## src/hw/rtl/sbd_pkg.sv

```systemverilog
package sbd_pkg;

   // largest block side the counters and sums are sized for
   localparam int MAX_SIDE = 128;

   localparam int PIX_W  = 8;
   localparam int SIDE_W = $clog2(MAX_SIDE + 1);
   localparam int AREA_W = $clog2(MAX_SIDE * MAX_SIDE + 1);
   localparam int CNT_W  = AREA_W;
   localparam int SUM_W  = $clog2(MAX_SIDE * MAX_SIDE * 255 + 1);
   localparam int SQ_W   = 2 * PIX_W;
   localparam int CB_W   = 3 * PIX_W;
   localparam int CUBE_W = $clog2(64'(MAX_SIDE) * 64'(MAX_SIDE) * 64'd16581375 + 64'd1);
   localparam int STR_W  = 10;
   localparam int AT3_W  = AREA_W + CB_W;
   localparam int LIM_W  = AT3_W + STR_W;
   localparam int STR_SHIFT = 8;
   localparam int CMP_W  = LIM_W - STR_SHIFT;

   // datapath stages between capture and commit
   localparam int PIPE_DEPTH = 5;
   localparam int WAIT_W     = $clog2(PIPE_DEPTH);

   // configuration port
   localparam int DATA_W = 32;
   localparam int ADDR_W = 4;

   localparam logic [7:0] BLOCK_SIDE_RST    = 8'd8;
   localparam logic [7:0] THRESHOLD_RST     = 8'd4;
   localparam logic [9:0] STRENGTH_RST      = 10'd256;
   localparam logic       FILTER_ENABLE_RST = 1'b1;

   typedef enum logic [1:0] {
      CSR_BLOCK_SIDE,
      CSR_THRESHOLD,
      CSR_STRENGTH,
      CSR_FILTER_ENABLE
   } csr_index_type;

   typedef enum logic [1:0] {
      ST_IDLE,
      ST_BUSY,
      ST_COMMIT
   } state_type;

   typedef struct packed {
      logic [7:0] block_side;
      logic [7:0] threshold;
      logic [9:0] strength;
      logic       filter_enable;
   } cfg_type;

   typedef struct packed {
      logic capture;
      logic commit;
   } cmd_type;

endpackage

```

## src/hw/rtl/sbd_req_if.sv

```systemverilog
interface sbd_req_if;
   logic       valid;
   logic       ready;
   logic [7:0] current_pixel;
   logic [7:0] previous_pixel;
   logic [7:0] old_filtered;

   modport source (output valid, current_pixel, previous_pixel, old_filtered, input ready);
   modport sink   (input valid, current_pixel, previous_pixel, old_filtered, output ready);
endinterface

```

## src/hw/rtl/sbd_rsp_if.sv

```systemverilog
interface sbd_rsp_if;
   logic       valid;
   logic       ready;
   logic [7:0] new_filtered;
   logic       is_static;
   logic       last;

   modport source (output valid, new_filtered, is_static, last, input ready);
   modport sink   (input valid, new_filtered, is_static, last, output ready);
endinterface

```

## src/hw/rtl/sbd_csr.sv

```systemverilog
module sbd_csr (
   input  logic                       clock,
   input  logic                       reset,
   input  logic                       psel,
   input  logic                       penable,
   input  logic                       pwrite,
   input  logic [sbd_pkg::ADDR_W-1:0] paddr,
   input  logic [sbd_pkg::DATA_W-1:0] pwdata,
   output logic [sbd_pkg::DATA_W-1:0] prdata,
   output logic                       pready,
   output sbd_pkg::cfg_type           cfg
);

   sbd_pkg::cfg_type       cfg_ff;
   sbd_pkg::cfg_type       cfg_in;
   sbd_pkg::csr_index_type index;
   logic                   wr_en;

   assign pready = 1'b1;
   assign index  = sbd_pkg::csr_index_type'(paddr[3:2]);
   assign wr_en  = psel & penable & pwrite;
   assign cfg    = cfg_ff;

   always_comb begin
      cfg_in = cfg_ff;
      if (wr_en) begin
         unique case (index)
            sbd_pkg::CSR_BLOCK_SIDE:    cfg_in.block_side    = pwdata[7:0];
            sbd_pkg::CSR_THRESHOLD:     cfg_in.threshold     = pwdata[7:0];
            sbd_pkg::CSR_STRENGTH:      cfg_in.strength      = pwdata[9:0];
            sbd_pkg::CSR_FILTER_ENABLE: cfg_in.filter_enable = pwdata[0];
            default:                    cfg_in = cfg_ff;
         endcase
      end
   end

   always_comb begin
      prdata = '0;
      unique case (index)
         sbd_pkg::CSR_BLOCK_SIDE:    prdata[7:0] = cfg_ff.block_side;
         sbd_pkg::CSR_THRESHOLD:     prdata[7:0] = cfg_ff.threshold;
         sbd_pkg::CSR_STRENGTH:      prdata[9:0] = cfg_ff.strength;
         sbd_pkg::CSR_FILTER_ENABLE: prdata[0]   = cfg_ff.filter_enable;
         default:                    prdata      = '0;
      endcase
   end

   always_ff @(posedge clock) begin
      if (reset) begin
         cfg_ff.block_side    <= sbd_pkg::BLOCK_SIDE_RST;
         cfg_ff.threshold     <= sbd_pkg::THRESHOLD_RST;
         cfg_ff.strength      <= sbd_pkg::STRENGTH_RST;
         cfg_ff.filter_enable <= sbd_pkg::FILTER_ENABLE_RST;
      end else begin
         cfg_ff <= cfg_in;
      end
   end

endmodule

```

## src/hw/rtl/sbd_ctrl.sv

```systemverilog
module sbd_ctrl (
   input  logic             clock,
   input  logic             reset,
   input  logic             req_valid,
   output logic             req_ready,
   output logic             rsp_valid,
   input  logic             rsp_ready,
   output sbd_pkg::cmd_type cmd
);

   sbd_pkg::state_type        state_ff, state_in;
   logic [sbd_pkg::WAIT_W-1:0] wait_ff, wait_in;
   logic                       rsp_valid_ff, rsp_valid_in;

   assign rsp_valid = rsp_valid_ff;

   always_comb begin
      state_in     = state_ff;
      wait_in      = wait_ff;
      rsp_valid_in = rsp_valid_ff & ~rsp_ready;
      req_ready    = 1'b0;
      cmd          = '0;
      unique case (state_ff)
         sbd_pkg::ST_IDLE: begin
            req_ready   = 1'b1;
            cmd.capture = req_valid;
            if (req_valid) begin
               state_in = sbd_pkg::ST_BUSY;
               wait_in  = '0;
            end
         end
         sbd_pkg::ST_BUSY: begin
            wait_in = wait_ff + 1'b1;
            if (wait_ff == sbd_pkg::WAIT_W'(sbd_pkg::PIPE_DEPTH - 1)) begin
               state_in = sbd_pkg::ST_COMMIT;
            end
         end
         sbd_pkg::ST_COMMIT: begin
            // output register must be free or draining this cycle
            if (!rsp_valid_ff || rsp_ready) begin
               cmd.commit   = 1'b1;
               rsp_valid_in = 1'b1;
               state_in     = sbd_pkg::ST_IDLE;
            end
         end
         default: state_in = sbd_pkg::ST_IDLE;
      endcase
   end

   always_ff @(posedge clock) begin
      if (reset) begin
         state_ff     <= sbd_pkg::ST_IDLE;
         wait_ff      <= '0;
         rsp_valid_ff <= 1'b0;
      end else begin
         state_ff     <= state_in;
         wait_ff      <= wait_in;
         rsp_valid_ff <= rsp_valid_in;
      end
   end

endmodule

```

## src/hw/rtl/sbd_datapath.sv

```systemverilog
module sbd_datapath (
   input  logic             clock,
   input  logic             reset,
   input  sbd_pkg::cmd_type cmd,
   input  sbd_pkg::cfg_type cfg,
   input  logic [7:0]       current_pixel,
   input  logic [7:0]       previous_pixel,
   input  logic [7:0]       old_filtered,
   output logic [7:0]       new_filtered,
   output logic             is_static,
   output logic             last
);

   // captured beat
   logic [7:0] cur_ff, prev_ff, old_ff;

   // block accumulators
   logic [sbd_pkg::CUBE_W-1:0] cube_sum_ff;
   logic [sbd_pkg::SUM_W-1:0]  cur_sum_ff, prev_sum_ff;
   logic [sbd_pkg::CNT_W-1:0]  count_ff;

   // stage a
   logic [7:0]                 ad_a_ff, filt_a_ff;
   logic [sbd_pkg::AREA_W-1:0] area_a_ff;
   logic [sbd_pkg::SQ_W-1:0]   t2_a_ff;
   logic [sbd_pkg::SUM_W-1:0]  cur_nx_a_ff, prev_nx_a_ff;
   // stage b
   logic [sbd_pkg::SQ_W-1:0]   ad2_b_ff;
   logic [sbd_pkg::CB_W-1:0]   t3_b_ff;
   logic                       last_b_ff;
   logic [sbd_pkg::SUM_W-1:0]  sd_b_ff;
   // stage c
   logic [sbd_pkg::CB_W-1:0]   cube_c_ff;
   logic [sbd_pkg::AT3_W-1:0]  at3_c_ff;
   logic                       sd_ok_c_ff;
   // stage d
   logic [sbd_pkg::CUBE_W-1:0] cube_nx_d_ff;
   logic [sbd_pkg::LIM_W-1:0]  lim_d_ff;
   // stage e
   logic                       stat_e_ff;
   // result register
   logic [7:0]                 new_filtered_ff;
   logic                       is_static_ff, last_ff;

   logic [sbd_pkg::SIDE_W-1:0] side;
   logic [sbd_pkg::AREA_W-1:0] side_ext;
   logic [7:0]                 ad;
   logic [3:0]                 w;
   logic [10:0]                blend;

   always_comb begin
      if (cfg.block_side == 8'd0) begin
         side = sbd_pkg::SIDE_W'(1);
      end else if (int'(cfg.block_side) > sbd_pkg::MAX_SIDE) begin
         side = sbd_pkg::SIDE_W'(sbd_pkg::MAX_SIDE);
      end else begin
         side = sbd_pkg::SIDE_W'(cfg.block_side);
      end
      side_ext = sbd_pkg::AREA_W'(side);
      ad       = (cur_ff > prev_ff) ? cur_ff - prev_ff : prev_ff - cur_ff;
      w        = (ad < 8'd7) ? ad[3:0] + 4'd1 : 4'd8;
      blend    = 11'(w) * 11'(cur_ff) + 11'(4'd8 - w) * 11'(old_ff) + 11'd4;
   end

   always_ff @(posedge clock) begin
      if (cmd.capture) begin
         cur_ff  <= current_pixel;
         prev_ff <= previous_pixel;
         old_ff  <= old_filtered;
      end

      // stages run freely off the held beat and accumulators
      ad_a_ff      <= ad;
      filt_a_ff    <= blend[10:3];
      area_a_ff    <= side_ext * side_ext;
      t2_a_ff      <= sbd_pkg::SQ_W'(cfg.threshold) * sbd_pkg::SQ_W'(cfg.threshold);
      cur_nx_a_ff  <= cur_sum_ff + sbd_pkg::SUM_W'(cur_ff);
      prev_nx_a_ff <= prev_sum_ff + sbd_pkg::SUM_W'(prev_ff);

      ad2_b_ff  <= sbd_pkg::SQ_W'(ad_a_ff) * sbd_pkg::SQ_W'(ad_a_ff);
      t3_b_ff   <= sbd_pkg::CB_W'(t2_a_ff) * sbd_pkg::CB_W'(cfg.threshold);
      last_b_ff <= ({1'b0, count_ff} + 1'b1) >= {1'b0, area_a_ff};
      sd_b_ff   <= (cur_nx_a_ff > prev_nx_a_ff) ? cur_nx_a_ff - prev_nx_a_ff
                                                : prev_nx_a_ff - cur_nx_a_ff;

      cube_c_ff  <= sbd_pkg::CB_W'(ad2_b_ff) * sbd_pkg::CB_W'(ad_a_ff);
      at3_c_ff   <= sbd_pkg::AT3_W'(t3_b_ff) * sbd_pkg::AT3_W'(area_a_ff);
      sd_ok_c_ff <= sd_b_ff < sbd_pkg::SUM_W'(area_a_ff);

      cube_nx_d_ff <= cube_sum_ff + sbd_pkg::CUBE_W'(cube_c_ff);
      lim_d_ff     <= sbd_pkg::LIM_W'(at3_c_ff) * sbd_pkg::LIM_W'(cfg.strength);

      stat_e_ff <= sd_ok_c_ff &&
                   (sbd_pkg::CMP_W'(cube_nx_d_ff) < lim_d_ff[sbd_pkg::LIM_W-1:sbd_pkg::STR_SHIFT]);

      if (cmd.commit) begin
         new_filtered_ff <= cfg.filter_enable ? filt_a_ff : old_ff;
         is_static_ff    <= last_b_ff & stat_e_ff;
         last_ff         <= last_b_ff;
      end
   end

   always_ff @(posedge clock) begin
      if (reset) begin
         cube_sum_ff <= '0;
         cur_sum_ff  <= '0;
         prev_sum_ff <= '0;
         count_ff    <= '0;
      end else if (cmd.commit) begin
         if (last_b_ff) begin
            cube_sum_ff <= '0;
            cur_sum_ff  <= '0;
            prev_sum_ff <= '0;
            count_ff    <= '0;
         end else begin
            cube_sum_ff <= cube_nx_d_ff;
            cur_sum_ff  <= cur_nx_a_ff;
            prev_sum_ff <= prev_nx_a_ff;
            count_ff    <= count_ff + 1'b1;
         end
      end
   end

   assign new_filtered = new_filtered_ff;
   assign is_static    = is_static_ff;
   assign last         = last_ff;

endmodule

```

## src/hw/rtl/static_block_detect_temporal_filter_top.sv

```systemverilog
// one pixel in flight at a time; a beat is captured, walks the 5-stage
// multiply pipeline (cube of |c-p| and area*t^3*strength), then commits
// a waiting response stalls the commit until rsp_ready frees the output register
// reset (synchronous, active high) clears the accumulators, the sequencer and
// the response valid, and loads the register defaults side 8, t 4, strength 256, filter on
module static_block_detect_temporal_filter_top (
   input  logic                       clock,
   input  logic                       reset,
   sbd_req_if.sink                    req_chan,
   sbd_rsp_if.source                  rsp_chan,
   input  logic                       psel,
   input  logic                       penable,
   input  logic                       pwrite,
   input  logic [sbd_pkg::ADDR_W-1:0] paddr,
   input  logic [sbd_pkg::DATA_W-1:0] pwdata,
   output logic [sbd_pkg::DATA_W-1:0] prdata,
   output logic                       pready
);

   sbd_pkg::cfg_type cfg;
   sbd_pkg::cmd_type cmd;

   // register file: side, threshold, strength, filter enable
   sbd_csr u_csr (
      .clock   (clock),
      .reset   (reset),
      .psel    (psel),
      .penable (penable),
      .pwrite  (pwrite),
      .paddr   (paddr),
      .pwdata  (pwdata),
      .prdata  (prdata),
      .pready  (pready),
      .cfg     (cfg)
   );

   // sequencer: capture, wait for the pipeline to settle, commit
   sbd_ctrl u_ctrl (
      .clock     (clock),
      .reset     (reset),
      .req_valid (req_chan.valid),
      .req_ready (req_chan.ready),
      .rsp_valid (rsp_chan.valid),
      .rsp_ready (rsp_chan.ready),
      .cmd       (cmd)
   );

   // filter blend, cube/sum accumulation and static decision
   sbd_datapath u_datapath (
      .clock          (clock),
      .reset          (reset),
      .cmd            (cmd),
      .cfg            (cfg),
      .current_pixel  (req_chan.current_pixel),
      .previous_pixel (req_chan.previous_pixel),
      .old_filtered   (req_chan.old_filtered),
      .new_filtered   (rsp_chan.new_filtered),
      .is_static      (rsp_chan.is_static),
      .last           (rsp_chan.last)
   );

   // a commit never overwrites a response that is still held
   a_commit_free: assert property (@(posedge clock) disable iff (reset)
      cmd.commit |-> (!rsp_chan.valid || rsp_chan.ready))
      else $error("commit while response register occupied");

   // one beat in flight: no request taken in the cycle after an accept
   a_one_in_flight: assert property (@(posedge clock) disable iff (reset)
      (req_chan.valid && req_chan.ready) |=> !req_chan.ready)
      else $error("request accepted while a beat is in flight");

   // the static flag only comes with the closing pixel of a block
   a_static_on_last: assert property (@(posedge clock) disable iff (reset)
      (rsp_chan.valid && rsp_chan.is_static) |-> rsp_chan.last)
      else $error("static flag on a pixel that is not last");

endmodule
```

## src/flat_wrapper.sv

```systemverilog
// flat-port wrapper written by rule: the top's interface ports become plain ports
module static_block_detect_temporal_filter_top_flat 
  (clock, reset, psel, penable, pwrite, paddr, pwdata, prdata, pready, req_chan_valid, req_chan_current_pixel, req_chan_previous_pixel, req_chan_old_filtered, req_chan_ready, rsp_chan_valid, rsp_chan_new_filtered, rsp_chan_is_static, rsp_chan_last, rsp_chan_ready);
  sbd_req_if req_chan_i ();
  sbd_rsp_if rsp_chan_i ();
  input  logic clock;
  input  logic reset;
  input  logic psel;
  input  logic penable;
  input  logic pwrite;
  input  logic [sbd_pkg::ADDR_W-1:0] paddr;
  input  logic [sbd_pkg::DATA_W-1:0] pwdata;
  output logic [sbd_pkg::DATA_W-1:0] prdata;
  output logic pready;
  input wire logic [$bits(req_chan_i.valid)-1:0] req_chan_valid;
  input wire logic [$bits(req_chan_i.current_pixel)-1:0] req_chan_current_pixel;
  input wire logic [$bits(req_chan_i.previous_pixel)-1:0] req_chan_previous_pixel;
  input wire logic [$bits(req_chan_i.old_filtered)-1:0] req_chan_old_filtered;
  output wire logic [$bits(req_chan_i.ready)-1:0] req_chan_ready;
  output wire logic [$bits(rsp_chan_i.valid)-1:0] rsp_chan_valid;
  output wire logic [$bits(rsp_chan_i.new_filtered)-1:0] rsp_chan_new_filtered;
  output wire logic [$bits(rsp_chan_i.is_static)-1:0] rsp_chan_is_static;
  output wire logic [$bits(rsp_chan_i.last)-1:0] rsp_chan_last;
  input wire logic [$bits(rsp_chan_i.ready)-1:0] rsp_chan_ready;
  assign req_chan_i.valid = req_chan_valid;
  assign req_chan_i.current_pixel = req_chan_current_pixel;
  assign req_chan_i.previous_pixel = req_chan_previous_pixel;
  assign req_chan_i.old_filtered = req_chan_old_filtered;
  assign req_chan_ready = req_chan_i.ready;
  assign rsp_chan_valid = rsp_chan_i.valid;
  assign rsp_chan_new_filtered = rsp_chan_i.new_filtered;
  assign rsp_chan_is_static = rsp_chan_i.is_static;
  assign rsp_chan_last = rsp_chan_i.last;
  assign rsp_chan_i.ready = rsp_chan_ready;
  static_block_detect_temporal_filter_top u_core (.clock(clock), .reset(reset), .req_chan(req_chan_i), .rsp_chan(rsp_chan_i), .psel(psel), .penable(penable), .pwrite(pwrite), .paddr(paddr), .pwdata(pwdata), .prdata(prdata), .pready(pready));
endmodule
```

## config.mk

```make
export PLATFORM = sky130hd
export DESIGN_NAME = static_block_detect_temporal_filter_top_flat
export DESIGN_NICKNAME = d
export VERILOG_FILES = /design/src/hw/rtl/sbd_pkg.sv /design/src/hw/rtl/sbd_req_if.sv /design/src/hw/rtl/sbd_rsp_if.sv /design/src/hw/rtl/sbd_csr.sv /design/src/hw/rtl/sbd_ctrl.sv /design/src/hw/rtl/sbd_datapath.sv /design/src/hw/rtl/static_block_detect_temporal_filter_top.sv /design/src/flat_wrapper.sv
export SDC_FILE = /design/constraint.sdc
export NUM_CORES = 2
export LEC_CHECK = 0
export ABC_AREA = 1
export BUFFER_PORTS_ARGS = -buffer_cell sky130_fd_sc_hd__buf_2
export CAP_MARGIN = 40
export CORE_UTILIZATION = 44
export DETAILED_ROUTE_END_ITERATION = 10
export GPL_TIMING_DRIVEN = 0
export SKIP_CTS_REPAIR_TIMING = 1
export SYNTH_ARGS = -nofsm -noshare
export SYNTH_HDL_FRONTEND = slang
export SYNTH_SLANG_ARGS = --single-unit
```

## constraint.sdc

```tcl
create_clock -name clock -period 8.9 [get_ports clock]
set_clock_uncertainty 0.2 [all_clocks]
set_input_delay 1.78 -clock clock [delete_from_list [all_inputs] [get_ports clock]]
set_output_delay 1.78 -clock clock [all_outputs]
set_load 0.02 [all_outputs]
```

==> flow_results.xml <==
<?xml version="1.0" encoding="UTF-8"?>
<metrics>
  <group name="power_and_ir_drop">
    <metric name="swShare" unit="%">48.56</metric>
    <metric name="sequentialPowerShare" unit="%">17.7</metric>
    <metric name="leakagePower" unit="nW">33.42</metric>
    <metric name="pwr-share-comb" unit="%">67.6</metric>
    <metric name="internal_power" unit="mW">8.153</metric>
    <metric name="max-vdd-ir-drop" unit="mV">0.7487</metric>
    <metric name="power.clock.fraction" unit="%">14.7</metric>
    <metric name="power_switching" unit="mW">7.697</metric>
    <metric name="power.total" unit="mW">15.85</metric>
    <metric name="pwr_density_cell" unit="nW/um^2">256.8</metric>
  </group>
  <group name="sta">
    <metric name="final.min_clock_period" unit="ns">8.410</metric>
    <metric name="worst_pin_slew" unit="ns">0.8912</metric>
    <metric name="setup_slack_of_the_critical_path_after_layout" unit="ns">0.4905</metric>
    <metric name="finalMaxSlewViolations" unit="">0</metric>
    <metric name="finalSetupViolCount" unit="">0</metric>
    <metric name="timing_hold_violations_final" unit="">0</metric>
    <metric name="timing.final.crit_share" unit="%">94.49</metric>
    <metric name="max_clock_freq" unit="GHz">0.1189</metric>
    <metric name="slew_headroom" unit="%">39.96</metric>
  </group>
  <group name="drt">
    <metric name="ant_nets_after_route" unit="">0</metric>
    <metric name="first_pass_iters" unit="">6</metric>
    <metric name="wire_per_inst" unit="um">16.48</metric>
    <metric name="num_vias" unit="">45400</metric>
    <metric name="wl" unit="um">150800</metric>
    <metric name="drc" unit="">0</metric>
    <metric name="detail_route.iter0.violations" unit="">2802</metric>
    <metric name="routed_via_density" unit="">4.962</metric>
  </group>
  <group name="synthesis">
    <metric name="synth_top_family_by_area" unit="">adder cells</metric>
    <metric name="distinct_cell_type_count_of_the_synthesized_netlist" unit="">61</metric>
    <metric name="synthesized_area_fraction_occupied_by_xor_and_xnor_cells" unit="%">4.674</metric>
    <metric name="total_standard_cell_area_after_synthesis" unit="um^2">57160</metric>
    <metric name="synthMuxAreaShare" unit="%">0</metric>
    <metric name="number_of_synthesized_flops_with_an_enable_pin" unit="">34</metric>
    <metric name="synth_simple_gate_area_share" unit="%">16.24</metric>
    <metric name="seq_area_frac_synth" unit="%">16.67</metric>
    <metric name="proportion_of_register_bits_with_asynchronous_set_or_reset_after_synthesis" unit="%">0</metric>
    <metric name="yosys.area_share.adder" unit="%">42.04</metric>
    <metric name="postSynth.topFlopCell" unit="">dfxtp_1</metric>
    <metric name="ys_ff_latch" unit="">459</metric>
    <metric name="synthesized_area_fraction_occupied_by_ao_oa_aoi_and_oai_cells" unit="%">7.517</metric>
    <metric name="synth_cells" unit="">7219</metric>
    <metric name="syn_area_per_cell" unit="um^2">7.918</metric>
    <metric name="synth-warning-count" unit="">0</metric>
  </group>
  <group name="floorplan">
    <metric name="die_y" unit="um">362.4</metric>
    <metric name="boundaryPins" unit="">112</metric>
    <metric name="dieWidth" unit="um">362.4</metric>
    <metric name="die-area" unit="um^2">131400</metric>
    <metric name="fp-row-count" unit="">131</metric>
    <metric name="initial_core_util" unit="%">44.59</metric>
    <metric name="fp.coreArea" unit="um^2">128200</metric>
  </group>
  <group name="place">
    <metric name="gpl.final_weighted_congestion" unit="">0.9305</metric>
    <metric name="detailed_place_hpwl" unit="um">126900</metric>
    <metric name="placement.io_buffers" unit="">64</metric>
    <metric name="placed_cell_area" unit="um^2">59840</metric>
    <metric name="placement.setup.worst_slack" unit="ns">0.2563</metric>
  </group>
  <group name="worst_hold_path">
    <metric name="worstHoldPathType" unit="">reg -&gt; reg</metric>
    <metric name="hold_start" unit="">u_core.u_datapath.sd_b_ff[15]</metric>
  </group>
  <group name="clock_network">
    <metric name="clk_pin_slew" unit="ns">0.06</metric>
    <metric name="cts.path.max_buffers" unit="">3</metric>
    <metric name="clock_latency" unit="ns">0.63</metric>
    <metric name="clockRootBuffer" unit="">clkbuf_16</metric>
    <metric name="clkSinkCount" unit="">459</metric>
    <metric name="cts_max_level" unit="">2</metric>
    <metric name="clock_tree_from_tritoncts" unit="">yes</metric>
    <metric name="cts_buffers" unit="">52</metric>
  </group>
  <group name="global_route">
    <metric name="gr-total-overflow" unit="">0</metric>
    <metric name="grt_antenna_before_repair" unit="">1</metric>
    <metric name="track_usage" unit="%">23.46</metric>
    <metric name="grt_start_max_net_pins" unit="">24</metric>
    <metric name="first_global_vias" unit="">46420</metric>
    <metric name="wire_length_of_the_first_global_routing_pass" unit="um">245800</metric>
  </group>
  <group name="cells_and_area">
    <metric name="layout.nets" unit="">8862</metric>
    <metric name="antenna_cells_inserted" unit="">0</metric>
    <metric name="finish.instance_area" unit="um^2">61720</metric>
    <metric name="area.growth.synth_to_final" unit="%">7.972</metric>
    <metric name="proportion_of_layout_cells_with_a_drive_suffix_above_1" unit="%">3.544</metric>
    <metric name="number_of_fillers_in_the_final_layout" unit="">12860</metric>
  </group>
  <group name="worst_setup_path">
    <metric name="critical_path_origin" unit="">u_core.u_datapath.cur_ff[0]</metric>
    <metric name="cp_max_fo" unit="">10</metric>
    <metric name="timing.critical_path.mode_cell" unit="">nand2_1</metric>
    <metric name="regToRegStartpoint" unit="">u_core.u_datapath.cur_ff[0]</metric>
    <metric name="cp_slowest_cell" unit="">fa_1</metric>
    <metric name="timing_worst_setup_path_type" unit="">reg -&gt; reg</metric>
    <metric name="worst_path_largest_cell_delay" unit="ns">0.55</metric>
    <metric name="worst-endpoint-arrival" unit="ns">8.68</metric>
    <metric name="cp-end-kind" unit="">flip-flop</metric>
    <metric name="critical_path.startpoint_type" unit="">flip-flop</metric>
    <metric name="crit_required" unit="ns">9.17</metric>
  </group>
  <group name="status">
    <metric name="run_status" unit="">complete, no violations</metric>
  </group>
  <group name="flow_run">
    <metric name="maxCapViolations" unit="">0</metric>
  </group>
</metrics>
-- synthesized netlist by cell type, types with 16 or more instances --
cell type	number	area, um^2
a21o_1	19	142.6
a21oi_1	439	2197
a31oi_1	23	143.9
buf_4	25	187.7
clkbuf_1	237	889.6
clkbuf_2	31	155.2
dfxtp_1	425	8508
edfxtp_1	34	1021
fa_1	839	16800
ha_1	578	7232
inv_1	1606	6028
nand2_1	1822	6839
nand3_1	115	575.6
nand4_1	31	193.9
nor2_1	279	1047
nor3_1	33	165.2
o211ai_1	20	150.1
o21a_1	16	120.1
o21ai_0	182	910.9
o21ai_1	19	95.09
xnor2_1	104	910.9
xor2_1	201	1760
-- state kept, by name, indices dropped and copies added, names as in the netlist, 24 cells and up --
| signal | count |
|---|---|
| u_core.u_datapath.t3_b_ff | 24 |
| u_core.u_datapath.cube_sum_ff | 38 |
| u_core.u_datapath.lim_d_ff | 41 |
| u_core.u_datapath.at3_c_ff | 39 |
| u_core.u_csr.cfg | 27 |
| u_core.u_datapath.cube_nx_d_ff | 38 |
| u_core.u_datapath.cube_c_ff | 24 |
-- power by group through the flow --
stage / clock network (mW) / registers (mW) / logic, mW
floorplan: 0 / 2.76 / 8.13
global placement: 0 / 2.85 / 10.6
detailed placement: 0 / 2.85 / 10.7
CTS: 2.39 / 2.81 / 10.8
global route: 2.47 / 2.84 / 12.3
finish: 2.33 / 2.80 / 10.7
-- per-stage QoR --
stage / hold slack (ns) / setup TNS, ns / instances / utilization [%]
global route: 0.2444 / -0.0007203 / 9149 / 48.15
detailed placement: 0.2478 / 0 / 9052 / 46.69
floorplan: 0.1773 / 0 / 7255 / -
CTS: 0.2419 / 0 / 9148 / 48.14
global placement: 0.2418 / 0 / 9048 / 46.64
finish: 0.2469 / 0 / 9149 / 48.15
-- worst max-delay path, delay by kind of cell, from the launching register on --
family	cells	cell delay [ns]
buffers and inverters	9	0.75
xor gates and xnor gates	2	0.39
adders and majority gates	10	3.91
and+or+nand+nor	22	2.52
DFF	1	0.46
-- final timing paths --
check | to | depth (start not counted) | slack [ns]
setup reg to reg | u_core.u_datapath.filt_a_ff[7] | 43 | 0.49
hold reg to reg | u_core.u_datapath.sd_ok_c_ff | 1 | 0.25
hold / removal | u_core.u_datapath.sd_ok_c_ff | 1 | 0.25
setup / recovery | u_core.u_datapath.filt_a_ff[7] | 43 | 0.49
-- placed cells by master, fill, tap and decap left out, drive strengths merged, types with 6 or more instances in the layout --
master    synthesis  layout
bufinv            0       8
edfxtp           34      34
a211oi            8       8
o21ai           201     201
a31oi            23      23
xor2            201     201
nand4            32      32
xnor2           104     104
o221ai            7       7
buf              33     103
a21o             19      19
a21boi           11      11
o21a             16      16
o211ai           20      20
clkinv            2      13
conb              2      38
nor4             15      15
dfxtp           425     425
clkbuf          268     329
o21bai           12      12
fa              839     839
inv            1613    1619
nor2            283     283
nand3           123     123
o2111ai           6       6
nor3             34      34
clkinvlp          0       9
a21oi           439     439
ha              578     578
nand2          1834    1834
-- per-layer routing --
metal  part of all wire (%)  up-vias  track usage, %
li1                       -    21950               -
met1                     45    22090           32.18
met2                     46     1168           38.72
met3                    6.2      190           3.469
met4                    2.4        0           5.833
met5                      0        -               0
-- area by class of cell --
cell class                      instances  area (um^2)  share of cell area (%)
Inverter                             1615         6065                   9.827
Clock buffer                           62         1410                   2.285
Clock inverter                         34        455.4                  0.7380
Timing Repair Buffer                   70        396.6                  0.6427
Multi-Input combinational cell       4880        40420                   65.50
Tap cell                             1729         2163                   3.505
Sequential cell                       459         9529                   15.44
Buffer                                300         1272                   2.062
-- cell families after synthesis --
logic type	count (synthesis)
and+or+nand+nor	2336
AOI/OAI and AO/OA	784
adders and majority gates	1417
xor gates and xnor gates	305
buffers and inverters	1916
DFF	459
other	2
Power figures use the tool's default switching activity.
